$ cat src/sv/mur_pkg.sv
// Shared types, constants and helper functions for the multichannel ultrasonic ranger.
// Stand-alone package: no dependencies.
`default_nettype none

package mur_pkg;

   // Number of sensors polled in turn, and the width of a sensor index.
   localparam int unsigned SENSORS  = 8;
   localparam int unsigned SENSOR_W = 3;

   // Register reset values.
   localparam logic [7:0]  TRIGGER_TICKS_RESET   = 8'd10;
   localparam logic [15:0] ECHO_WAIT_LIMIT_RESET = 16'd1000;
   localparam logic [15:0] ECHO_MAX_TICKS_RESET  = 16'd5800;
   localparam logic [3:0]  REPORTED_COUNT_RESET  = 4'd8;

   // Register indexes on the configuration port (byte address / 4).
   localparam logic [1:0] REG_TRIGGER_TICKS   = 2'd0;
   localparam logic [1:0] REG_ECHO_WAIT_LIMIT = 2'd1;
   localparam logic [1:0] REG_ECHO_MAX_TICKS  = 2'd2;

   // Request kinds.
   localparam logic KIND_TICK = 1'b0;
   localparam logic KIND_HOST = 1'b1;

   // Host commands, carried in the upper nibble of a host byte.
   localparam logic [3:0] CMD_NOP       = 4'd0;
   localparam logic [3:0] CMD_SET_COUNT = 4'd1;
   localparam logic [3:0] CMD_GET_COUNT = 4'd2;
   localparam logic [3:0] CMD_READ      = 4'd3;

   localparam logic [7:0] ERROR_REPLY = 8'hFF;

   // Reading conversion: microseconds of echo divided by 58 gives centimetres.
   localparam int unsigned US_PER_CM   = 58;
   localparam int unsigned READING_MAX = 127;
   // Counts at or above this give a reading past the 7-bit range.
   localparam logic [16:0] SAT_LIMIT   = 17'(US_PER_CM * (READING_MAX + 1));
   // Reciprocal of 58 scaled by 2^19; exact for every count below 16384.
   localparam int unsigned RECIP_SHIFT = 19;
   localparam logic [13:0] RECIP_MULT  = 14'(((1 << RECIP_SHIFT) + US_PER_CM - 1) / US_PER_CM);

   // Polling phases of the current sensor.
   typedef enum logic [1:0] {
      PHASE_TRIGGER = 2'd0,
      PHASE_WAIT    = 2'd1,
      PHASE_COUNT   = 2'd2
   } phase_type;

   // Echo tick count to centimetres, saturated to the 7-bit store width.
   function automatic logic [6:0] reading_of(input logic [16:0] count);
      logic [26:0] product;
      product = {1'b0, count[12:0]} * {13'd0, RECIP_MULT};
      if (count >= SAT_LIMIT) begin
         reading_of = 7'(READING_MAX);
      end else begin
         reading_of = product[RECIP_SHIFT +: 7];
      end
   endfunction

endpackage

`default_nettype wire

$ cat src/sv/multichannel_ultrasonic_ranger.sv
// Multichannel ultrasonic ranger: round-robin trigger/echo sequencer with host command decode.
// Depends on mur_pkg for constants, the phase type and the reading conversion.
//
// Usage:
//   The request channel (req_*) carries one item per transfer: a microsecond tick with
//   the sampled echo levels, or a byte received from the host. The response channel
//   (rsp_*) returns exactly one item per request: the trigger line drive, and for host
//   commands that answer, a reply byte.
//   Each request is processed in the cycle it is accepted; its response is held in an
//   output register and is offered on the following cycle.
//   Throughput is one request per cycle while the receiver keeps up: req_ready stays high
//   while the output register is empty or is being emptied in the same cycle, so a new
//   request is taken while the previous response is handed over.
//   If the receiver stalls (rsp_ready low), the response is held unchanged and
//   req_ready drops until it is taken; polling state does not advance meanwhile.
//   Reset starts sensor 0 in its trigger phase with a zero tick count, clears all
//   stored readings, sets the reported count to eight and loads the register defaults
//   (trigger 10 ticks, echo wait 1000 ticks, echo cap 5800 ticks).
//   Registers are written through the APB-style csr_* port; the user must write them only
//   while the block is idle, which the block itself does not enforce. csr_pready is always high.
`default_nettype none

module multichannel_ultrasonic_ranger (
   input  wire  logic        clock,
   input  wire  logic        reset,
   // Request channel
   input  wire  logic        req_valid,
   output logic              req_ready,
   input  wire  logic        req_command,
   input  wire  logic [7:0]  req_echo_levels,
   input  wire  logic [7:0]  req_host_byte,
   // Response channel
   output logic              rsp_valid,
   input  wire  logic        rsp_ready,
   output logic [7:0]        rsp_trigger_lines,
   output logic              rsp_reply_valid,
   output logic [7:0]        rsp_reply_byte,
   // Configuration port
   input  wire  logic        csr_psel,
   input  wire  logic        csr_penable,
   input  wire  logic        csr_pwrite,
   input  wire  logic [3:0]  csr_paddr,
   input  wire  logic [31:0] csr_pwdata,
   output logic [31:0]       csr_prdata,
   output logic              csr_pready
);
   import mur_pkg::*;

   // Configuration registers
   logic [7:0]  trigger_ticks_ff;
   logic [15:0] echo_wait_limit_ff;
   logic [15:0] echo_max_ticks_ff;

   // Polling and host state
   phase_type   phase_ff, phase_in;
   logic [2:0]  sensor_index_ff, sensor_index_in;
   logic [15:0] tick_count_ff, tick_count_in;
   logic [3:0]  reported_count_ff, reported_count_in;
   logic [6:0]  distance_ff [SENSORS];

   // Output register
   logic        rsp_valid_ff, rsp_valid_in;
   logic [7:0]  rsp_trigger_ff, rsp_trigger_in;
   logic        rsp_reply_valid_ff, rsp_reply_valid_in;
   logic [7:0]  rsp_reply_byte_ff, rsp_reply_byte_in;

   // Working signals
   logic        req_accept;
   logic        csr_write;
   logic [2:0]  sensor;
   logic [3:0]  sensor_plus;
   logic        echo_high;
   logic [16:0] count_next;
   logic [7:0]  trigger_onehot;
   logic [6:0]  reading;
   logic        store_write;
   logic [3:0]  host_cmd;
   logic [3:0]  host_arg;

   // Handshakes: the output register frees up when its response is taken.
   assign req_ready  = !rsp_valid_ff || rsp_ready;
   assign req_accept = req_valid && req_ready;
   assign csr_pready = 1'b1;
   assign csr_write  = csr_psel && csr_penable && csr_pwrite && csr_pready;

   // Configuration write.
   always_ff @(posedge clock) begin
      if (reset) begin
         trigger_ticks_ff   <= TRIGGER_TICKS_RESET;
         echo_wait_limit_ff <= ECHO_WAIT_LIMIT_RESET;
         echo_max_ticks_ff  <= ECHO_MAX_TICKS_RESET;
      end else if (csr_write) begin
         case (csr_paddr[3:2])
            REG_TRIGGER_TICKS:   trigger_ticks_ff   <= csr_pwdata[7:0];
            REG_ECHO_WAIT_LIMIT: echo_wait_limit_ff <= csr_pwdata[15:0];
            REG_ECHO_MAX_TICKS:  echo_max_ticks_ff  <= csr_pwdata[15:0];
            default: ;
         endcase
      end
   end

   // Configuration read.
   always_comb begin
      case (csr_paddr[3:2])
         REG_TRIGGER_TICKS:   csr_prdata = {24'd0, trigger_ticks_ff};
         REG_ECHO_WAIT_LIMIT: csr_prdata = {16'd0, echo_wait_limit_ff};
         REG_ECHO_MAX_TICKS:  csr_prdata = {16'd0, echo_max_ticks_ff};
         default:             csr_prdata = 32'd0;
      endcase
   end

   // Current sensor, its echo level and the incremented tick count.
   always_comb begin
      sensor = sensor_index_ff;
      if (32'(sensor_index_ff) >= SENSORS) begin
         sensor = '0;
      end
      sensor_plus    = {1'b0, sensor} + 4'd1;
      echo_high      = req_echo_levels[sensor];
      count_next     = {1'b0, tick_count_ff} + 17'd1;
      trigger_onehot = 8'd1 << sensor;
      reading        = reading_of(count_next);
      host_cmd       = req_host_byte[7:4];
      host_arg       = req_host_byte[3:0];
   end

   // Next state and response for the accepted request.
   always_comb begin
      phase_in           = phase_ff;
      sensor_index_in    = sensor_index_ff;
      tick_count_in      = tick_count_ff;
      reported_count_in  = reported_count_ff;
      store_write        = 1'b0;
      rsp_trigger_in     = 8'd0;
      rsp_reply_valid_in = 1'b0;
      rsp_reply_byte_in  = 8'd0;

      if (req_command == KIND_TICK) begin
         case (phase_ff)
            PHASE_TRIGGER: begin
               rsp_trigger_in = trigger_onehot;
               if (count_next >= {9'd0, trigger_ticks_ff}) begin
                  phase_in      = PHASE_WAIT;
                  tick_count_in = '0;
               end else begin
                  tick_count_in = count_next[15:0];
               end
            end
            PHASE_WAIT: begin
               if (echo_high || count_next >= {1'b0, echo_wait_limit_ff}) begin
                  phase_in      = PHASE_COUNT;
                  tick_count_in = '0;
               end else begin
                  tick_count_in = count_next[15:0];
               end
            end
            PHASE_COUNT: begin
               if (count_next > {1'b0, echo_max_ticks_ff} || !echo_high) begin
                  store_write   = 1'b1;
                  phase_in      = PHASE_TRIGGER;
                  tick_count_in = '0;
                  if (32'(sensor_plus) >= SENSORS) begin
                     sensor_index_in = '0;
                  end else begin
                     sensor_index_in = sensor_plus[2:0];
                  end
               end else begin
                  tick_count_in = count_next[15:0];
               end
            end
            default: begin
               // The spare phase code restarts the trigger of the current sensor.
               phase_in      = PHASE_TRIGGER;
               tick_count_in = '0;
            end
         endcase
      end else begin
         // Host byte: polling state is left alone, the trigger level is shown as driven.
         if (phase_ff == PHASE_TRIGGER) begin
            rsp_trigger_in = trigger_onehot;
         end
         case (host_cmd)
            CMD_NOP: ;
            CMD_SET_COUNT: reported_count_in = host_arg;
            CMD_GET_COUNT: begin
               rsp_reply_valid_in = 1'b1;
               rsp_reply_byte_in  = {4'd0, reported_count_ff};
            end
            CMD_READ: begin
               rsp_reply_valid_in = 1'b1;
               if (32'(host_arg) < SENSORS) begin
                  rsp_reply_byte_in = {1'b0, distance_ff[host_arg[2:0]]};
               end else begin
                  rsp_reply_byte_in = ERROR_REPLY;
               end
            end
            default: begin
               rsp_reply_valid_in = 1'b1;
               rsp_reply_byte_in  = ERROR_REPLY;
            end
         endcase
      end
   end

   assign rsp_valid_in = req_accept || (rsp_valid_ff && !rsp_ready);

   // State registers advance only on an accepted request.
   always_ff @(posedge clock) begin
      if (reset) begin
         phase_ff          <= PHASE_TRIGGER;
         sensor_index_ff   <= '0;
         tick_count_ff     <= '0;
         reported_count_ff <= REPORTED_COUNT_RESET;
         for (int i = 0; i < SENSORS; i++) begin
            distance_ff[i] <= '0;
         end
      end else if (req_accept) begin
         phase_ff          <= phase_in;
         sensor_index_ff   <= sensor_index_in;
         tick_count_ff     <= tick_count_in;
         reported_count_ff <= reported_count_in;
         if (store_write) begin
            distance_ff[sensor] <= reading;
         end
      end
   end

   // Output register: valid is reset, the payload loads with each accepted request.
   always_ff @(posedge clock) begin
      if (reset) begin
         rsp_valid_ff <= 1'b0;
      end else begin
         rsp_valid_ff <= rsp_valid_in;
      end
   end

   always_ff @(posedge clock) begin
      if (req_accept) begin
         rsp_trigger_ff     <= rsp_trigger_in;
         rsp_reply_valid_ff <= rsp_reply_valid_in;
         rsp_reply_byte_ff  <= rsp_reply_byte_in;
      end
   end

   assign rsp_valid         = rsp_valid_ff;
   assign rsp_trigger_lines = rsp_trigger_ff;
   assign rsp_reply_valid   = rsp_reply_valid_ff;
   assign rsp_reply_byte    = rsp_reply_byte_ff;

   // At most one trigger line is ever driven.
   a_trigger_onehot: assert property (@(posedge clock) disable iff (reset)
      rsp_valid_ff |-> $onehot0(rsp_trigger_ff))
      else $error("more than one trigger line driven");

   // A tick in the trigger phase drives that sensor's trigger line.
   a_trigger_driven: assert property (@(posedge clock) disable iff (reset)
      (req_accept && req_command == KIND_TICK && phase_ff == PHASE_TRIGGER)
      |=> (rsp_trigger_ff != 8'd0))
      else $error("trigger phase tick without trigger drive");

   // Ticks never produce a host reply.
   a_tick_no_reply: assert property (@(posedge clock) disable iff (reset)
      (req_accept && req_command == KIND_TICK) |=> !rsp_reply_valid_ff)
      else $error("reply raised for a tick");

   // The reply byte is zero whenever no reply is flagged.
   a_reply_zero: assert property (@(posedge clock) disable iff (reset)
      (rsp_valid_ff && !rsp_reply_valid_ff) |-> (rsp_reply_byte_ff == 8'd0))
      else $error("reply byte set without reply flag");

   // The polled sensor stays within range.
   a_sensor_range: assert property (@(posedge clock) disable iff (reset)
      32'(sensor_index_ff) < SENSORS)
      else $error("sensor index out of range");

endmodule

`default_nettype wire

$ cat config.mk
export PLATFORM = sky130hd
export DESIGN_NAME = multichannel_ultrasonic_ranger
export DESIGN_NICKNAME = d
export VERILOG_FILES = /design/src/sv/mur_pkg.sv /design/src/sv/multichannel_ultrasonic_ranger.sv
export SDC_FILE = /design/constraint.sdc
export NUM_CORES = 1
export LEC_CHECK = 0
export BUFFER_PORTS_ARGS = -buffer_cell sky130_fd_sc_hd__buf_2
export CAP_MARGIN = 20
export CORE_UTILIZATION = 51
export DETAILED_ROUTE_END_ITERATION = 6
export GPL_TIMING_DRIVEN = 0
export PLACE_DENSITY = 0.78
export SLEW_MARGIN = 20
export SYNTH_ARGS = -nofsm -noshare
export SYNTH_HDL_FRONTEND = slang
export SYNTH_SLANG_ARGS = --single-unit
$ cat constraint.sdc
create_clock -name clock -period 16.9 [get_ports clock]
set_input_delay 1.69 -clock clock [delete_from_list [all_inputs] [get_ports clock]]
set_output_delay 1.69 -clock clock [all_outputs]
set_load 0.02 [all_outputs]
==> Flow_metrics.wiki <==
{| class="wikitable"
! Metric !! Value
|-
| Worst rel slew slack || 0.288
|-
| Share of final-layout standard cells stronger than drive strength 1 || 0.138
|-
| Total grt overflow || 0
|-
| Iter 0 DRT Violations || 696
|-
| Crit Reg-Reg Startpoint || tick_count_ff[0]
|-
| Count of endpoints failing setup in the final report || 0
|-
| Ports placed on the boundary || 112
|-
| Hold Crit Start || reported_count_ff[3]
|-
| Via count of the first global-routing pass || 7165
|-
| Worst hold path endpoint || reported_count_ff[3]
|-
| Number of enable flip-flop cells after synthesis || 73
|-
| Peak supply drop || 0.0635 mV
|-
| Via count || 7537
|-
| Cell depth of the worst flop-to-flop path || 22
|-
| Leading area contributor after synthesis || sky130_fd_sc_hd__edfxtp_1
|-
| Clock latency reported for the late side of the worst-skew pair || 0.43 ns
|-
| Outcome || complete, but fails checks
|-
| Worst hold stages || 1
|-
| Routed wire per std cell || 16.8 um
|-
| Maximum cell stage delay along the critical path || 0.78 ns
|-
| Placeable core region || 18100 sq um
|-
| Worst hold-check path type || flip-flop to flip-flop
|-
| Die span in y || 138 um
|-
| Setup slack, reg-to-reg || 9.66 ns
|-
| Fin util || 0.595
|-
| Switching share of power || 0.238
|-
| CP required || 17.04 ns
|-
| Proportion of synthesized flip-flops having asynchronous set or reset || 0
|-
| Kind of critical path || flip-flop to flip-flop
|-
| Bufs on Longest Clock Path || 2
|-
| Total track usage || 0.242
|-
| Antenna-violating nets left || 0
|-
| Most common cell in the netlist || sky130_fd_sc_hd__ha_1
|-
| Dominant cells by area after synthesis || sky130_fd_sc_hd__edfxtp_1, sky130_fd_sc_hd__ha_1, sky130_fd_sc_hd__dfxtp_1
|-
| Buf+Inv Stages, Crit Path || 4
|-
| Cell area after synthesis || 9450 sq um
|-
| Mean instance size in the synthesized netlist || 9.60 sq um
|-
| Part of the cycle the worst path needs || 0.428
|-
| Net switching component of the power || 0.195 mW
|-
| Buffers added on ports || 73
|-
| Unique masters post-synth || 58
|-
| Number of warning messages in the yosys log || 0
|-
| Pre-CTS setup slack || 9.78 ns
|-
| Share of total power in the clock network || 0.464
|-
| Clock net sink count || 139
|-
| Fillcell total || 1520
|-
| Kind of capture point of the worst setup path || flip-flop
|-
| DRC violation count after routing || 24
|-
| Relative contribution of sequential cells to total power || 0.450
|-
| Pins over their slew limit || 0
|-
| Critical path cell sequence || clkbuf_1 > nand2_1 > nor2_1 > nand2_1 > xnor2_1 > inv_1 > ha_1 > ha_1 > fa_1 > fa_1 > inv_1 > fa_1 > inv_1 > ha_1 > nand4_1 > a211oi_1 > o21bai_1 > a21oi_1 > a21oi_1 > xnor2_1 > nor2_1 > nor2_1
|-
| PwrDens || 75.9 nW/um^2
|-
| Largest net degree at the start of global routing || 20
|-
| Fraction of synthesized cell area taken by the top area cell type || 0.232
|-
| Number of instances in the synthesized netlist || 985
|-
| Final setup margin || 9.66 ns
|-
| Highest clock rate || 138 MHz
|-
| Routability cong. || 0.873
|-
| Category of the worst setup path launch point || flip-flop
|-
| Maximum fanout count along the critical path || 10
|-
| Period minus WS final || 7.24 ns
|-
| DR pass1 iterations || 7
|-
| Multi-input logic area || 5330 sq um
|-
| Post-detail-place hpwl || 16800 um
|-
| Final Hold Fails || 0
|-
| Num rows || 49
|-
| Depth of the CTS H-tree || 4
|-
| CTS root buffer || sky130_fd_sc_hd__clkbuf_16
|-
| Detail-routed via count per cell || 5.65
|-
| Ant diodes || 0
|-
| Clock tree from TritonCTS || done
|-
| Clock slew seen by the registers of the worst setup and hold paths || 0.06 ns
|-
| Reg2reg end || distance_ff[1][4]
|-
| Register bit count reported by yosys || 139
|-
| Data arrival at the endpoint of the critical path || 7.38 ns
|-
| Register cell area after layout || 3510 sq um
|-
| Die X-Extent || 138 um
|-
| Violations in the final reports || design-rule violations
|-
| Wire length of the first global-routing pass || 36100 um
|-
| Slew at the pin closest to its max-slew limit || 1.06 ns
|-
| Main flop type after synthesis || sky130_fd_sc_hd__edfxtp_1
|-
| Internal portion of total power || 0.622 mW
|-
| Number of resized instances in the post-cts repair step || 0
|-
| Area of the die || 19100 sq um
|-
| Count of hold buffers inserted by post-cts repair || 0
|-
| NumNets Final || 1299
|-
| Starting utilization of the core area || 0.523
|-
| Critical-path cell with the highest stage delay || sky130_fd_sc_hd__xnor2_1
|-
| Gate power share || 0.086
|-
| Synthesis-to-layout area growth || 13.9%
|-
| Setup TNS || 0 ns
|-
| Sequential cell area fraction in the yosys report || 0.372
|-
| Standby leakage power || 4.88 nW
|-
| RSZ-0062 raised after global routing || false
|-
| Cell family with most CP delay || adder cells
|-
| Worst setup skew after layout || 0.0105 ns
|-
| Number of max-cap violations || 0
|-
| CTS Buf Count || 17
|-
| List of most frequent post-synthesis cells || sky130_fd_sc_hd__ha_1, sky130_fd_sc_hd__inv_1, sky130_fd_sc_hd__nor2_1
|-
| Initial antenna violation count || 0
|-
| Number of post-CTS setup repair buffers || 0
|-
| Detailed-route wire length || 22400 um
|}
sequential cells by signal, indices dropped and copies added, names as in the netlist:
register,count
phase_ff,2
reported_count_ff,4
tick_count_ff,16
trigger_ticks_ff,8
rsp_reply_byte,8
rsp_valid,1
rsp_trigger_lines,8
echo_max_ticks_ff,16
distance_ff,56
sensor,3
rsp_reply_valid,1
echo_wait_limit_ff,16
power groups by stage:
stage	registers [mW]	logic (mW)	clock network (mW)
final	0.368	0.0700	0.380
after CTS	0.368	0.0697	0.381
after floorplan	0.376	0.0437	0
after global placement	0.374	0.0673	0
after detailed placement	0.374	0.0689	0
after global routing	0.368	0.0763	0.394
area by class of cell:
class                      instances  area share
inverter                         110      0.0384
clock inverter                    14      0.0156
timing repair buffer              73      0.0339
multi-input combinational        702       0.495
tap                              229      0.0266
clock buffer                      18      0.0399
sequential                       139       0.326
buffer                            49      0.0241
cells by family (layout without fill, tap and decap cells):
kind of cell | after synthesis | after routing | share of synthesized area
adder cells (fa/ha/maj) | 147 | 147 | 0.214
AO/OA/AOI/OAI | 156 | 156 | 0.102
flip-flops | 139 | 139 | 0.372
buffers and inverters | 159 | 264 | 0.0711
XOR/XNOR | 28 | 28 | 0.0259
AND/OR/NAND/NOR | 319 | 319 | 0.159
other | 2 | 17 | 0.000794
multiplexers | 35 | 35 | 0.0557
per-stage QoR:
| step | area (sq um) | power (mW) | hold slack (ns) | instances |
|---|---|---|---|---|
| 6_report | 10800 | 0.817 | 0.467 | 1334 |
| 5_1_grt | 10800 | 0.838 | 0.489 | 1334 |
| 4_1_cts | 10800 | 0.818 | 0.466 | 1334 |
| 3_5_place_dp | 10200 | 0.443 | 0.453 | 1302 |
| 3_3_place_gp | 10200 | 0.441 | 0.446 | 1302 |
| 2_1_floorplan | 9510 | 0.420 | 0.435 | 1000 |
layer usage:
metal | global-route usage | vias up | share of wire
met2 | 0.410 | 286 | 0.49
met4 | 0.0733 | 0 | 0.016
met5 | 0 | - | 0
met3 | 0.0443 | 34 | 0.074
met1 | 0.315 | 3628 | 0.42
li1 | - | 3589 | -
cells in the final DEF, fill, tap and decap left out, types with 20 or more instances in the layout:
master                     Yosys  routed
sky130_fd_sc_hd__ha_1        123     123
sky130_fd_sc_hd__inv_1       110     110
sky130_fd_sc_hd__nor2_1      106     106
sky130_fd_sc_hd__nand2_1     100     100
sky130_fd_sc_hd__edfxtp_1     73      73
sky130_fd_sc_hd__buf_2         0      73
sky130_fd_sc_hd__dfxtp_1      66      66
sky130_fd_sc_hd__a21oi_1      53      53
sky130_fd_sc_hd__o21ai_0      43      43
sky130_fd_sc_hd__clkbuf_1     26      27
sky130_fd_sc_hd__fa_1         24      24
sky130_fd_sc_hd__mux2i_1      20      20
worst max path at each step:
stage | from | endpoint | slack [ns] | depth (start not counted)
floorplan | tick_count_ff[0] | distance_ff[0][6] | 11.15 | 22
global placement | tick_count_ff[0] | distance_ff[4][6] | 9.89 | 22
detailed placement | tick_count_ff[0] | distance_ff[0][6] | 9.78 | 22
CTS | tick_count_ff[0] | distance_ff[1][4] | 9.73 | 22
global route | tick_count_ff[0] | distance_ff[5][6] | 9.27 | 22
finish | tick_count_ff[0] | distance_ff[1][4] | 9.66 | 22
No activity file was read; power rests on OpenSTA's default activity.
